[src/hw/rtl/lrupr_pkg.sv]
`timescale 1ns / 1ps

package lrupr_pkg;

   localparam int ACTIVE_W     = 5;
   localparam int ACTIVE_RESET = 16;
   localparam int FAULT_W      = 32;
   localparam int CSR_ADDR_W   = 3;
   localparam int CSR_DATA_W   = 32;

   // register index, taken from paddr[2]
   localparam logic REG_ACTIVE_FRAMES = 1'b0;

   // flags that travel with the scan token down the cell chain
   typedef struct packed {
      logic tok;
      logic hit;
      logic empty;
      logic best;
   } scan_flags_type;

   // broadcast update of the recency ranks after a decision
   typedef struct packed {
      logic en;
      logic fvalid;
      logic load;
   } upd_ctl_type;

endpackage

[src/hw/rtl/lrupr_cell.sv]
`timescale 1ns / 1ps

module lrupr_cell #(
   parameter int PAGE_BITS = 16,
   parameter int IDX_W     = 4,
   parameter int INDEX     = 0
) (
   input  logic                       clock,
   input  logic                       reset,
   input  logic                       active,
   input  lrupr_pkg::scan_flags_type  prev_flags,
   input  logic [PAGE_BITS-1:0]       prev_key,
   input  logic [IDX_W-1:0]           prev_slot,
   input  logic [IDX_W-1:0]           prev_rank,
   input  logic [PAGE_BITS-1:0]       prev_evp,
   output lrupr_pkg::scan_flags_type  next_flags,
   output logic [PAGE_BITS-1:0]       next_key,
   output logic [IDX_W-1:0]           next_slot,
   output logic [IDX_W-1:0]           next_rank,
   output logic [PAGE_BITS-1:0]       next_evp,
   input  lrupr_pkg::upd_ctl_type     upd,
   input  logic [IDX_W-1:0]           upd_slot,
   input  logic [IDX_W-1:0]           upd_rank,
   input  logic [PAGE_BITS-1:0]       upd_page
);
   import lrupr_pkg::*;

   localparam logic [IDX_W-1:0] MY_IDX = IDX_W'(INDEX);

   logic [PAGE_BITS-1:0] page_ff, page_in;
   logic                 valid_ff, valid_in;
   logic [IDX_W-1:0]     rank_ff, rank_in;

   scan_flags_type       flags_ff, flags_in;
   logic [PAGE_BITS-1:0] key_ff, key_in;
   logic [IDX_W-1:0]     slot_ff, slot_in;
   logic [IDX_W-1:0]     srank_ff, srank_in;
   logic [PAGE_BITS-1:0] evp_ff, evp_in;

   logic match;
   logic self;

   // scan: merge this frame into the token; hit beats empty beats victim
   always_comb begin
      match    = active && valid_ff && (page_ff == prev_key);
      flags_in = prev_flags;
      key_in   = prev_key;
      slot_in  = prev_slot;
      srank_in = prev_rank;
      evp_in   = prev_evp;
      if (prev_flags.tok && !prev_flags.hit) begin
         if (match) begin
            flags_in.hit = 1'b1;
            slot_in      = MY_IDX;
            srank_in     = rank_ff;
         end else if (active && !prev_flags.empty) begin
            if (!valid_ff) begin
               flags_in.empty = 1'b1;
               slot_in        = MY_IDX;
            end else if (!prev_flags.best || (rank_ff > prev_rank)) begin
               flags_in.best = 1'b1;
               slot_in       = MY_IDX;
               srank_in      = rank_ff;
               evp_in        = page_ff;
            end
         end
      end
   end

   // touch: chosen frame goes to rank 0, frames ahead of it age
   always_comb begin
      self     = (upd_slot == MY_IDX);
      page_in  = page_ff;
      valid_in = valid_ff;
      rank_in  = rank_ff;
      if (upd.en) begin
         if (self) begin
            valid_in = 1'b1;
            rank_in  = '0;
            if (upd.load) begin
               page_in = upd_page;
            end
         end else if (valid_ff && (!upd.fvalid || (rank_ff < upd_rank))) begin
            rank_in = rank_ff + IDX_W'(1);
         end
      end
   end

   always_ff @(posedge clock) begin
      if (reset) begin
         valid_ff <= 1'b0;
         rank_ff  <= '0;
         flags_ff <= '0;
      end else begin
         valid_ff <= valid_in;
         rank_ff  <= rank_in;
         flags_ff <= flags_in;
      end
      page_ff  <= page_in;
      key_ff   <= key_in;
      slot_ff  <= slot_in;
      srank_ff <= srank_in;
      evp_ff   <= evp_in;
   end

   assign next_flags = flags_ff;
   assign next_key   = key_ff;
   assign next_slot  = slot_ff;
   assign next_rank  = srank_ff;
   assign next_evp   = evp_ff;

endmodule

[src/hw/rtl/lrupr_ctrl.sv]
`timescale 1ns / 1ps

module lrupr_ctrl #(
   parameter int PAGE_BITS = 16,
   parameter int IDX_W     = 4
) (
   input  logic                              clock,
   input  logic                              reset,
   input  logic                              req_valid,
   output logic                              req_stall,
   output logic                              accept,
   input  lrupr_pkg::scan_flags_type         exit_flags,
   input  logic [PAGE_BITS-1:0]              exit_key,
   input  logic [IDX_W-1:0]                  exit_slot,
   input  logic [IDX_W-1:0]                  exit_rank,
   input  logic [PAGE_BITS-1:0]              exit_evp,
   output lrupr_pkg::upd_ctl_type            upd,
   output logic [IDX_W-1:0]                  upd_slot,
   output logic [IDX_W-1:0]                  upd_rank,
   output logic [PAGE_BITS-1:0]              upd_page,
   output logic                              rsp_valid,
   input  logic                              rsp_stall,
   output logic                              rsp_hit,
   output logic [IDX_W-1:0]                  rsp_slot,
   output logic                              rsp_evicted_valid,
   output logic [PAGE_BITS-1:0]              rsp_evicted_page,
   output logic [lrupr_pkg::FAULT_W-1:0]     rsp_fault_count
);
   import lrupr_pkg::*;

   typedef enum logic [2:0] {
      ST_IDLE   = 3'b001,
      ST_SCAN   = 3'b010,
      ST_DECIDE = 3'b100
   } ctrl_state_type;

   ctrl_state_type       state_ff, state_in;

   scan_flags_type       dec_flags_ff;
   logic [PAGE_BITS-1:0] dec_key_ff;
   logic [IDX_W-1:0]     dec_slot_ff;
   logic [IDX_W-1:0]     dec_rank_ff;
   logic [PAGE_BITS-1:0] dec_evp_ff;

   logic [FAULT_W-1:0]   fault_ff, fault_in;

   logic                 rsp_valid_ff, rsp_valid_in;
   logic                 rsp_hit_ff;
   logic [IDX_W-1:0]     rsp_slot_ff;
   logic                 rsp_ev_ff;
   logic [PAGE_BITS-1:0] rsp_evp_ff;
   logic [FAULT_W-1:0]   rsp_fault_ff;

   logic                 dec_load;
   logic                 commit;
   logic                 dec_ev;

   assign accept    = req_valid && (state_ff == ST_IDLE);
   assign req_stall = (state_ff != ST_IDLE);
   assign dec_load  = (state_ff == ST_SCAN) && exit_flags.tok;
   assign commit    = (state_ff == ST_DECIDE) && (!rsp_valid_ff || !rsp_stall);
   // no hit and no empty frame: the victim was replaced
   assign dec_ev    = !dec_flags_ff.hit && !dec_flags_ff.empty;

   assign upd.en     = commit;
   assign upd.fvalid = dec_flags_ff.hit || dec_ev;
   assign upd.load   = !dec_flags_ff.hit;
   assign upd_slot   = dec_slot_ff;
   assign upd_rank   = dec_rank_ff;
   assign upd_page   = dec_key_ff;

   always_comb begin
      state_in = state_ff;
      case (state_ff)
         ST_IDLE: begin
            if (accept) begin
               state_in = ST_SCAN;
            end
         end
         ST_SCAN: begin
            if (exit_flags.tok) begin
               state_in = ST_DECIDE;
            end
         end
         ST_DECIDE: begin
            if (commit) begin
               state_in = ST_IDLE;
            end
         end
         default: state_in = ST_IDLE;
      endcase
   end

   always_comb begin
      fault_in = fault_ff;
      if (commit && !dec_flags_ff.hit && (fault_ff != '1)) begin
         fault_in = fault_ff + FAULT_W'(1);
      end
   end

   assign rsp_valid_in = commit || (rsp_valid_ff && rsp_stall);

   always_ff @(posedge clock) begin
      if (reset) begin
         state_ff     <= ST_IDLE;
         fault_ff     <= '0;
         rsp_valid_ff <= 1'b0;
      end else begin
         state_ff     <= state_in;
         fault_ff     <= fault_in;
         rsp_valid_ff <= rsp_valid_in;
      end
      if (dec_load) begin
         dec_flags_ff <= exit_flags;
         dec_key_ff   <= exit_key;
         dec_slot_ff  <= exit_slot;
         dec_rank_ff  <= exit_rank;
         dec_evp_ff   <= exit_evp;
      end
      if (commit) begin
         rsp_hit_ff   <= dec_flags_ff.hit;
         rsp_slot_ff  <= dec_slot_ff;
         rsp_ev_ff    <= dec_ev;
         rsp_evp_ff   <= dec_ev ? dec_evp_ff : '0;
         rsp_fault_ff <= fault_in;
      end
   end

   assign rsp_valid         = rsp_valid_ff;
   assign rsp_hit           = rsp_hit_ff;
   assign rsp_slot          = rsp_slot_ff;
   assign rsp_evicted_valid = rsp_ev_ff;
   assign rsp_evicted_page  = rsp_evp_ff;
   assign rsp_fault_count   = rsp_fault_ff;

endmodule

[src/hw/rtl/lru_page_replacement.sv]
`timescale 1ns / 1ps

// LRU page replacement over MAX_FRAMES fully associative frames, one frame
// per cell in a chain. Each accepted page reference sends a token down the
// chain one cell per cycle; each cell folds in its own hit, empty-frame or
// oldest-frame candidate. When the token leaves the last cell the decision
// is latched, the result is loaded and all cells update their recency rank
// in parallel. The token passes the cell registers, then the decision
// register; the result register is loaded once it is free. A new item is
// accepted only after the last one's result is loaded: one item in flight.
// The result register lets a finished result wait on rsp_stall while the
// next item is already accepted. Reset empties every frame. Register 0
// (address 0) holds active_frames; 0 acts as 1 and values above
// MAX_FRAMES act as MAX_FRAMES. Frames above the count keep their contents.
module lru_page_replacement #(
   parameter int MAX_FRAMES = 16,
   parameter int PAGE_BITS  = 16
) (
   input  logic                                  clock,
   input  logic                                  reset,
   input  logic                                  req_valid,
   output logic                                  req_stall,
   input  logic [PAGE_BITS-1:0]                  req_page,
   output logic                                  rsp_valid,
   input  logic                                  rsp_stall,
   output logic                                  rsp_hit,
   output logic [((MAX_FRAMES > 1) ? $clog2(MAX_FRAMES) : 1)-1:0] rsp_slot,
   output logic                                  rsp_evicted_valid,
   output logic [PAGE_BITS-1:0]                  rsp_evicted_page,
   output logic [lrupr_pkg::FAULT_W-1:0]         rsp_fault_count,
   input  logic                                  csr_psel,
   input  logic                                  csr_penable,
   input  logic                                  csr_pwrite,
   input  logic [lrupr_pkg::CSR_ADDR_W-1:0]      csr_paddr,
   input  logic [lrupr_pkg::CSR_DATA_W-1:0]      csr_pwdata,
   output logic [lrupr_pkg::CSR_DATA_W-1:0]      csr_prdata,
   output logic                                  csr_pready
);
   import lrupr_pkg::*;

   localparam int IDX_W   = (MAX_FRAMES > 1) ? $clog2(MAX_FRAMES) : 1;
   localparam int FCNT_W  = $clog2(MAX_FRAMES + 1);
   localparam int CNT_W   = (FCNT_W > ACTIVE_W) ? FCNT_W : ACTIVE_W;

   logic [ACTIVE_W-1:0]  active_ff, active_in;
   logic [CNT_W-1:0]     n_eff;
   logic                 csr_wr;

   logic                 accept;
   upd_ctl_type          upd;
   logic [IDX_W-1:0]     upd_slot;
   logic [IDX_W-1:0]     upd_rank;
   logic [PAGE_BITS-1:0] upd_page;

   scan_flags_type       c_flags [MAX_FRAMES+1];
   logic [PAGE_BITS-1:0] c_key   [MAX_FRAMES+1];
   logic [IDX_W-1:0]     c_slot  [MAX_FRAMES+1];
   logic [IDX_W-1:0]     c_rank  [MAX_FRAMES+1];
   logic [PAGE_BITS-1:0] c_evp   [MAX_FRAMES+1];
   logic [MAX_FRAMES-1:0] act;

   // configuration
   assign csr_pready = 1'b1;
   assign csr_wr     = csr_psel && csr_penable && csr_pwrite && csr_pready
                       && (csr_paddr[2] == REG_ACTIVE_FRAMES);
   assign active_in  = csr_wr ? csr_pwdata[ACTIVE_W-1:0] : active_ff;
   assign csr_prdata = (csr_paddr[2] == REG_ACTIVE_FRAMES)
                       ? CSR_DATA_W'(active_ff) : '0;

   always_ff @(posedge clock) begin
      if (reset) begin
         active_ff <= ACTIVE_W'(ACTIVE_RESET);
      end else begin
         active_ff <= active_in;
      end
   end

   always_comb begin
      n_eff = CNT_W'(active_ff);
      if (active_ff == '0) begin
         n_eff = CNT_W'(1);
      end else if (CNT_W'(active_ff) > CNT_W'(MAX_FRAMES)) begin
         n_eff = CNT_W'(MAX_FRAMES);
      end
   end

   // token entry
   always_comb begin
      c_flags[0]     = '0;
      c_flags[0].tok = accept;
      c_key[0]       = req_page;
      c_slot[0]      = '0;
      c_rank[0]      = '0;
      c_evp[0]       = '0;
   end

   for (genvar g = 0; g < MAX_FRAMES; g++) begin : g_cell
      assign act[g] = (CNT_W'(g) < n_eff);

      lrupr_cell #(
         .PAGE_BITS (PAGE_BITS),
         .IDX_W     (IDX_W),
         .INDEX     (g)
      ) u_cell (
         .clock      (clock),
         .reset      (reset),
         .active     (act[g]),
         .prev_flags (c_flags[g]),
         .prev_key   (c_key[g]),
         .prev_slot  (c_slot[g]),
         .prev_rank  (c_rank[g]),
         .prev_evp   (c_evp[g]),
         .next_flags (c_flags[g+1]),
         .next_key   (c_key[g+1]),
         .next_slot  (c_slot[g+1]),
         .next_rank  (c_rank[g+1]),
         .next_evp   (c_evp[g+1]),
         .upd        (upd),
         .upd_slot   (upd_slot),
         .upd_rank   (upd_rank),
         .upd_page   (upd_page)
      );
   end

   lrupr_ctrl #(
      .PAGE_BITS (PAGE_BITS),
      .IDX_W     (IDX_W)
   ) u_ctrl (
      .clock             (clock),
      .reset             (reset),
      .req_valid         (req_valid),
      .req_stall         (req_stall),
      .accept            (accept),
      .exit_flags        (c_flags[MAX_FRAMES]),
      .exit_key          (c_key[MAX_FRAMES]),
      .exit_slot         (c_slot[MAX_FRAMES]),
      .exit_rank         (c_rank[MAX_FRAMES]),
      .exit_evp          (c_evp[MAX_FRAMES]),
      .upd               (upd),
      .upd_slot          (upd_slot),
      .upd_rank          (upd_rank),
      .upd_page          (upd_page),
      .rsp_valid         (rsp_valid),
      .rsp_stall         (rsp_stall),
      .rsp_hit           (rsp_hit),
      .rsp_slot          (rsp_slot),
      .rsp_evicted_valid (rsp_evicted_valid),
      .rsp_evicted_page  (rsp_evicted_page),
      .rsp_fault_count   (rsp_fault_count)
   );

endmodule

[config.mk]
export PLATFORM = sky130hd
export DESIGN_NAME = lru_page_replacement
export DESIGN_NICKNAME = d
export VERILOG_FILES = /design/src/hw/rtl/lrupr_pkg.sv /design/src/hw/rtl/lrupr_cell.sv /design/src/hw/rtl/lrupr_ctrl.sv /design/src/hw/rtl/lru_page_replacement.sv
export SDC_FILE = /design/constraint.sdc
export NUM_CORES = 2
export LEC_CHECK = 0
export BUFFER_PORTS_ARGS = -buffer_cell sky130_fd_sc_hd__clkbuf_2
export CORE_MARGIN = 2
export CORE_UTILIZATION = 25
export DETAILED_ROUTE_END_ITERATION = 10
export SYNTH_ARGS = -nofsm -noshare
export SYNTH_HDL_FRONTEND = slang
export SYNTH_SLANG_ARGS = --single-unit
[constraint.sdc]
create_clock -name clock -period 6.1 [get_ports clock]
set_clock_uncertainty 0.1 [all_clocks]
set_input_delay 0.305 -clock clock [delete_from_list [all_inputs] [get_ports clock]]
set_output_delay 0.305 -clock clock [all_outputs]
set_load 0.02 [all_outputs]
==> flow_summary.yaml <==
status:
  outcome: "completed"
drt:
  postRouteAntennaNets: 0
  drc: 0
  drt-pass1-iter-count: 8
  wl_per_cell_microns: 16.8
  drtIter0Drc: 1882
  routed_wl_mm: 103
  routed_via_density: 4.41
  vias: 27100
die:
  ios: 147
  start_util_pct: 25.1
  die_h_microns: 421
  die_w_microns: 421
  core_area_sq_um: 173000
  die-area_sq_um: 178000
  rows: 153
sta:
  rsz0062_at_grt: "false"
  fin_crit_ns: 3.33
  setup_viol: 0
  setup-tns-final_ns: 0
  fmax_ghz: 0.301
  max_slew.worst_pin.slew_ns: 1.26
  slew_headroom_pct: 15.5
  hold_viol_final: 0
  fin_ws_ns: 2.77
  min_period_over_period_pct: 54.5
  slew_violations: 0
power:
  leakagePower_uw: 0.0189
  ir_drop_uv: 228
  power.density_nw_per_um2: 302
min_path:
  hold_path_depth: 4
  hold_class: "in -> reg"
  worst_hold_startpoint: "csr_pwrite"
  hold_end: "active_ff[4]$_SDFFE_PP1P_"
logic_synthesis:
  synth_top_area_share_pct: 37.2
  yosysMostFrequentCell: "dfxtp_1"
  synth_area_sq_um: 43500
  async_reset_ff_share_pct: 0
  synth_flop_cell: "dfxtp_1"
  ys_seq_elements: 1161
  synth_commonest_cells: "dfxtp_1 (809), edfxtp_1 (352), mux2_2 (235)"
  yosysUniqueCellTypes: 84
  synth_edf_count: 352
  yosysTopAreaCell: "dfxtp_1"
  yosys-top-cells-area: "dfxtp_1 (37%), edfxtp_1 (24%), mux2_2 (6.1%), ha_1 (3.6%), xnor2_1 (3.0%)"
  synth-seq-area-share_pct: 61.5
  syn_inst: 3551
  synth_warnings: 0
  postSynthAreaPerCell_sq_um: 12.3
critical_path:
  slowest_stage: "o211ai_1"
  rr_worst_depth: 6
  path_max_fanout: 22
  cp_cell_sequence: "buf_4, or2_2, o211ai_1, nor2_1, nand3_1, mux2_2"
  crit_family: "simple AND/OR/NAND/NOR gates"
  required_ns: 6.55
  r2r-end: "g_cell[4].u_cell.next_evp[0]$_DFF_P_"
  critPathMaxStageDelay_ns: 0.77
  crit_type: "reg -> reg"
  critPathCaptureType: "flip-flop"
  cp.arrival_ns: 3.77
  crit_buf_inv: 1
  worstReg2RegStart: "active_ff[4]$_SDFFE_PP1P_"
  startpoint_type: "flip-flop"
  rrSetupSlack_ns: 2.77
final_layout:
  seqCellArea_sq_um: 26800
  multi_input_area_sq_um: 15800
  drive_above_1_share_pct: 16.3
  final_area_sq_um: 50800
  fill_cells: 17700
  syn2layout_area_growth_pct: 16.7
  layout.nets: 3908
placed_design:
  place_ws_ns: 2.78
  hpwlAfterDp_mm: 75.5
  io_buffer_count: 89
  place.gp.congestion: 0.884
  post_dp_cell_area_sq_um: 46800
clock_tree:
  cts_tree: "built"
  clockRootBuffer: "clkbuf_16"
  cts_made_buffers: 111
  cts-resized-gates: 0
  postCtsSetupBuffers: 0
  clock-sinks: 1161
  path_clk_slew_ns: 0.06
  clockBufferDepth: 3
  cts.htree.levels: 3
  insertion_delay_ns: 0.73
global_routing:
  grt_usage_pct: 11.4
  antenna_found_initial: 4
  grt_start_max_net_pins: 76
  grt_pass1_wl_mm: 160
  grt_pass1_vias: 27200
  gr-total-overflow: 0
run:
  maxCapViolCount: 0
==> worst max path at each step <==
| stage | from | to | slack [ns] | depth (start not counted) |
|---|---|---|---|---|
| floorplan | u_ctrl.state_ff[0]$_SDFFE_PP1P_ | g_cell[0].u_cell.page_ff[0]$_DFFE_PP_ | 2.41 | 7 |
| global placement | g_cell[4].u_cell.page_ff[12]$_DFFE_PP_ | g_cell[4].u_cell.next_evp[7]$_DFF_P_ | 2.84 | 5 |
| detailed placement | g_cell[4].u_cell.page_ff[12]$_DFFE_PP_ | g_cell[4].u_cell.next_evp[0]$_DFF_P_ | 2.78 | 5 |
| CTS | active_ff[4]$_SDFFE_PP1P_ | g_cell[4].u_cell.next_evp[0]$_DFF_P_ | 2.76 | 6 |
| global route | active_ff[4]$_SDFFE_PP1P_ | g_cell[4].u_cell.next_evp[0]$_DFF_P_ | 2.58 | 6 |
| finish | active_ff[4]$_SDFFE_PP1P_ | g_cell[4].u_cell.next_evp[0]$_DFF_P_ | 2.77 | 6 |
==> cell families (layout without fill, tap and decap cells) <==
kind of cell / Yosys count / count (layout) / synth area share (%)
compound gates: 513 / 513 / 8.05
buf+inv: 257 / 501 / 2.57
fa+ha+maj: 125 / 125 / 3.59
mux: 239 / 239 / 6.17
other cells: 2 / 32 / 0.0172
simple gates: 976 / 976 / 12.5
flops: 1161 / 1161 / 61.5
xor+xnor: 278 / 278 / 5.59
==> cell type report <==
class	count	share of cell area, %
sequential	1161	52.7
multi-input combinational	2159	31.1
clock buffer	163	6.26
tap	2325	5.72
timing repair buffer	167	2.17
clock inverter	46	1.18
inverter	125	0.923
antenna	4	0.0197
==> sequential cells by signal, indices dropped and copies added (netlist names), 5 cells and up <==
register                  count
g_cell.u_cell.valid_ff       16
g_cell.u_cell.next_rank      64
u_ctrl.rsp_evicted_page      16
u_ctrl.dec_evp_ff            16
g_cell.u_cell.next_flags     63
u_ctrl.rsp_fault_count       32
g_cell.u_cell.next_slot      49
u_ctrl.fault_ff              32
g_cell.u_cell.next_evp      256
g_cell.u_cell.rank_ff        64
active_ff                     5
g_cell.u_cell.next_key      256
g_cell.u_cell.page_ff       256
u_ctrl.upd_page              16
==> stage by stage <==
step	std cells	utilization [%]	hold WS, ns	power, uW
after global placement	5909	27.0	0.254	8480
after floorplan	3577	-	0.233	8390
after detailed placement	5909	27.0	0.255	8480
final	6150	29.3	0.134	15300
after CTS	6146	29.3	0.0734	15500
after global routing	6148	29.3	0.129	15800
==> worst reg2reg max path: cells and delay by family, from the launching register on <==
| family | cells | cell delay [ns] |
|---|---|---|
| AND/OR/NAND/NOR | 3 | 1.32 |
| AO/OA/AOI/OAI | 1 | 0.77 |
| multiplexers | 1 | 0.44 |
| flip-flops | 1 | 0.30 |
| buffers and inverters | 1 | 0.23 |
==> power by group <==
| group | leakage [uW] | total, uW | internal [uW] | switching (uW) |
|---|---|---|---|---|
| Combinational | 0.00724 | 220 | 90.7 | 130 |
| Clock | 0.00184 | 7000 | 4030 | 2980 |
| Sequential | 0.00981 | 8100 | 8020 | 83.6 |
==> cells in the final DEF (no fill, tap or decap), drive strengths merged, types with 24 or more instances in the layout <==
cell / count
nor2b: 54
xnor2: 148
or3: 64
conb: 28
dfxtp: 809
inv: 130
buf: 51
nand3b: 25
clkinv: 28
nor2: 131
nand2: 130
nor4: 49
ha: 125
xor2: 130
clkbuf: 251
a21oi: 122
dlygate4sd3: 28
nand3: 180
mux2: 235
and2: 76
o2111ai: 54
a21o: 24
o211ai: 30
a31oi: 39
nand4: 71
nand2b: 30
nor3: 58
edfxtp: 352
o21ai: 105
==> layer usage <==
layer / track usage, % / vias to the layer above / wire length (microns)
li1: - / 13200 / -
met5: 0 / - / 30
met1: 14.0 / 13000 / 44300
met4: 4.41 / 4 / 3520
met2: 19.7 / 654 / 50600
met3: 2.07 / 211 / 4600
==> repair_timing <==
item | 4_1_cts | 5_1_grt
setup endpoints to repair | 0 | 0
hold buffers | 28 | 0
endpoints found under the hold margin | 28 | 0
Note: power is estimated with default switching activity, not from simulation.
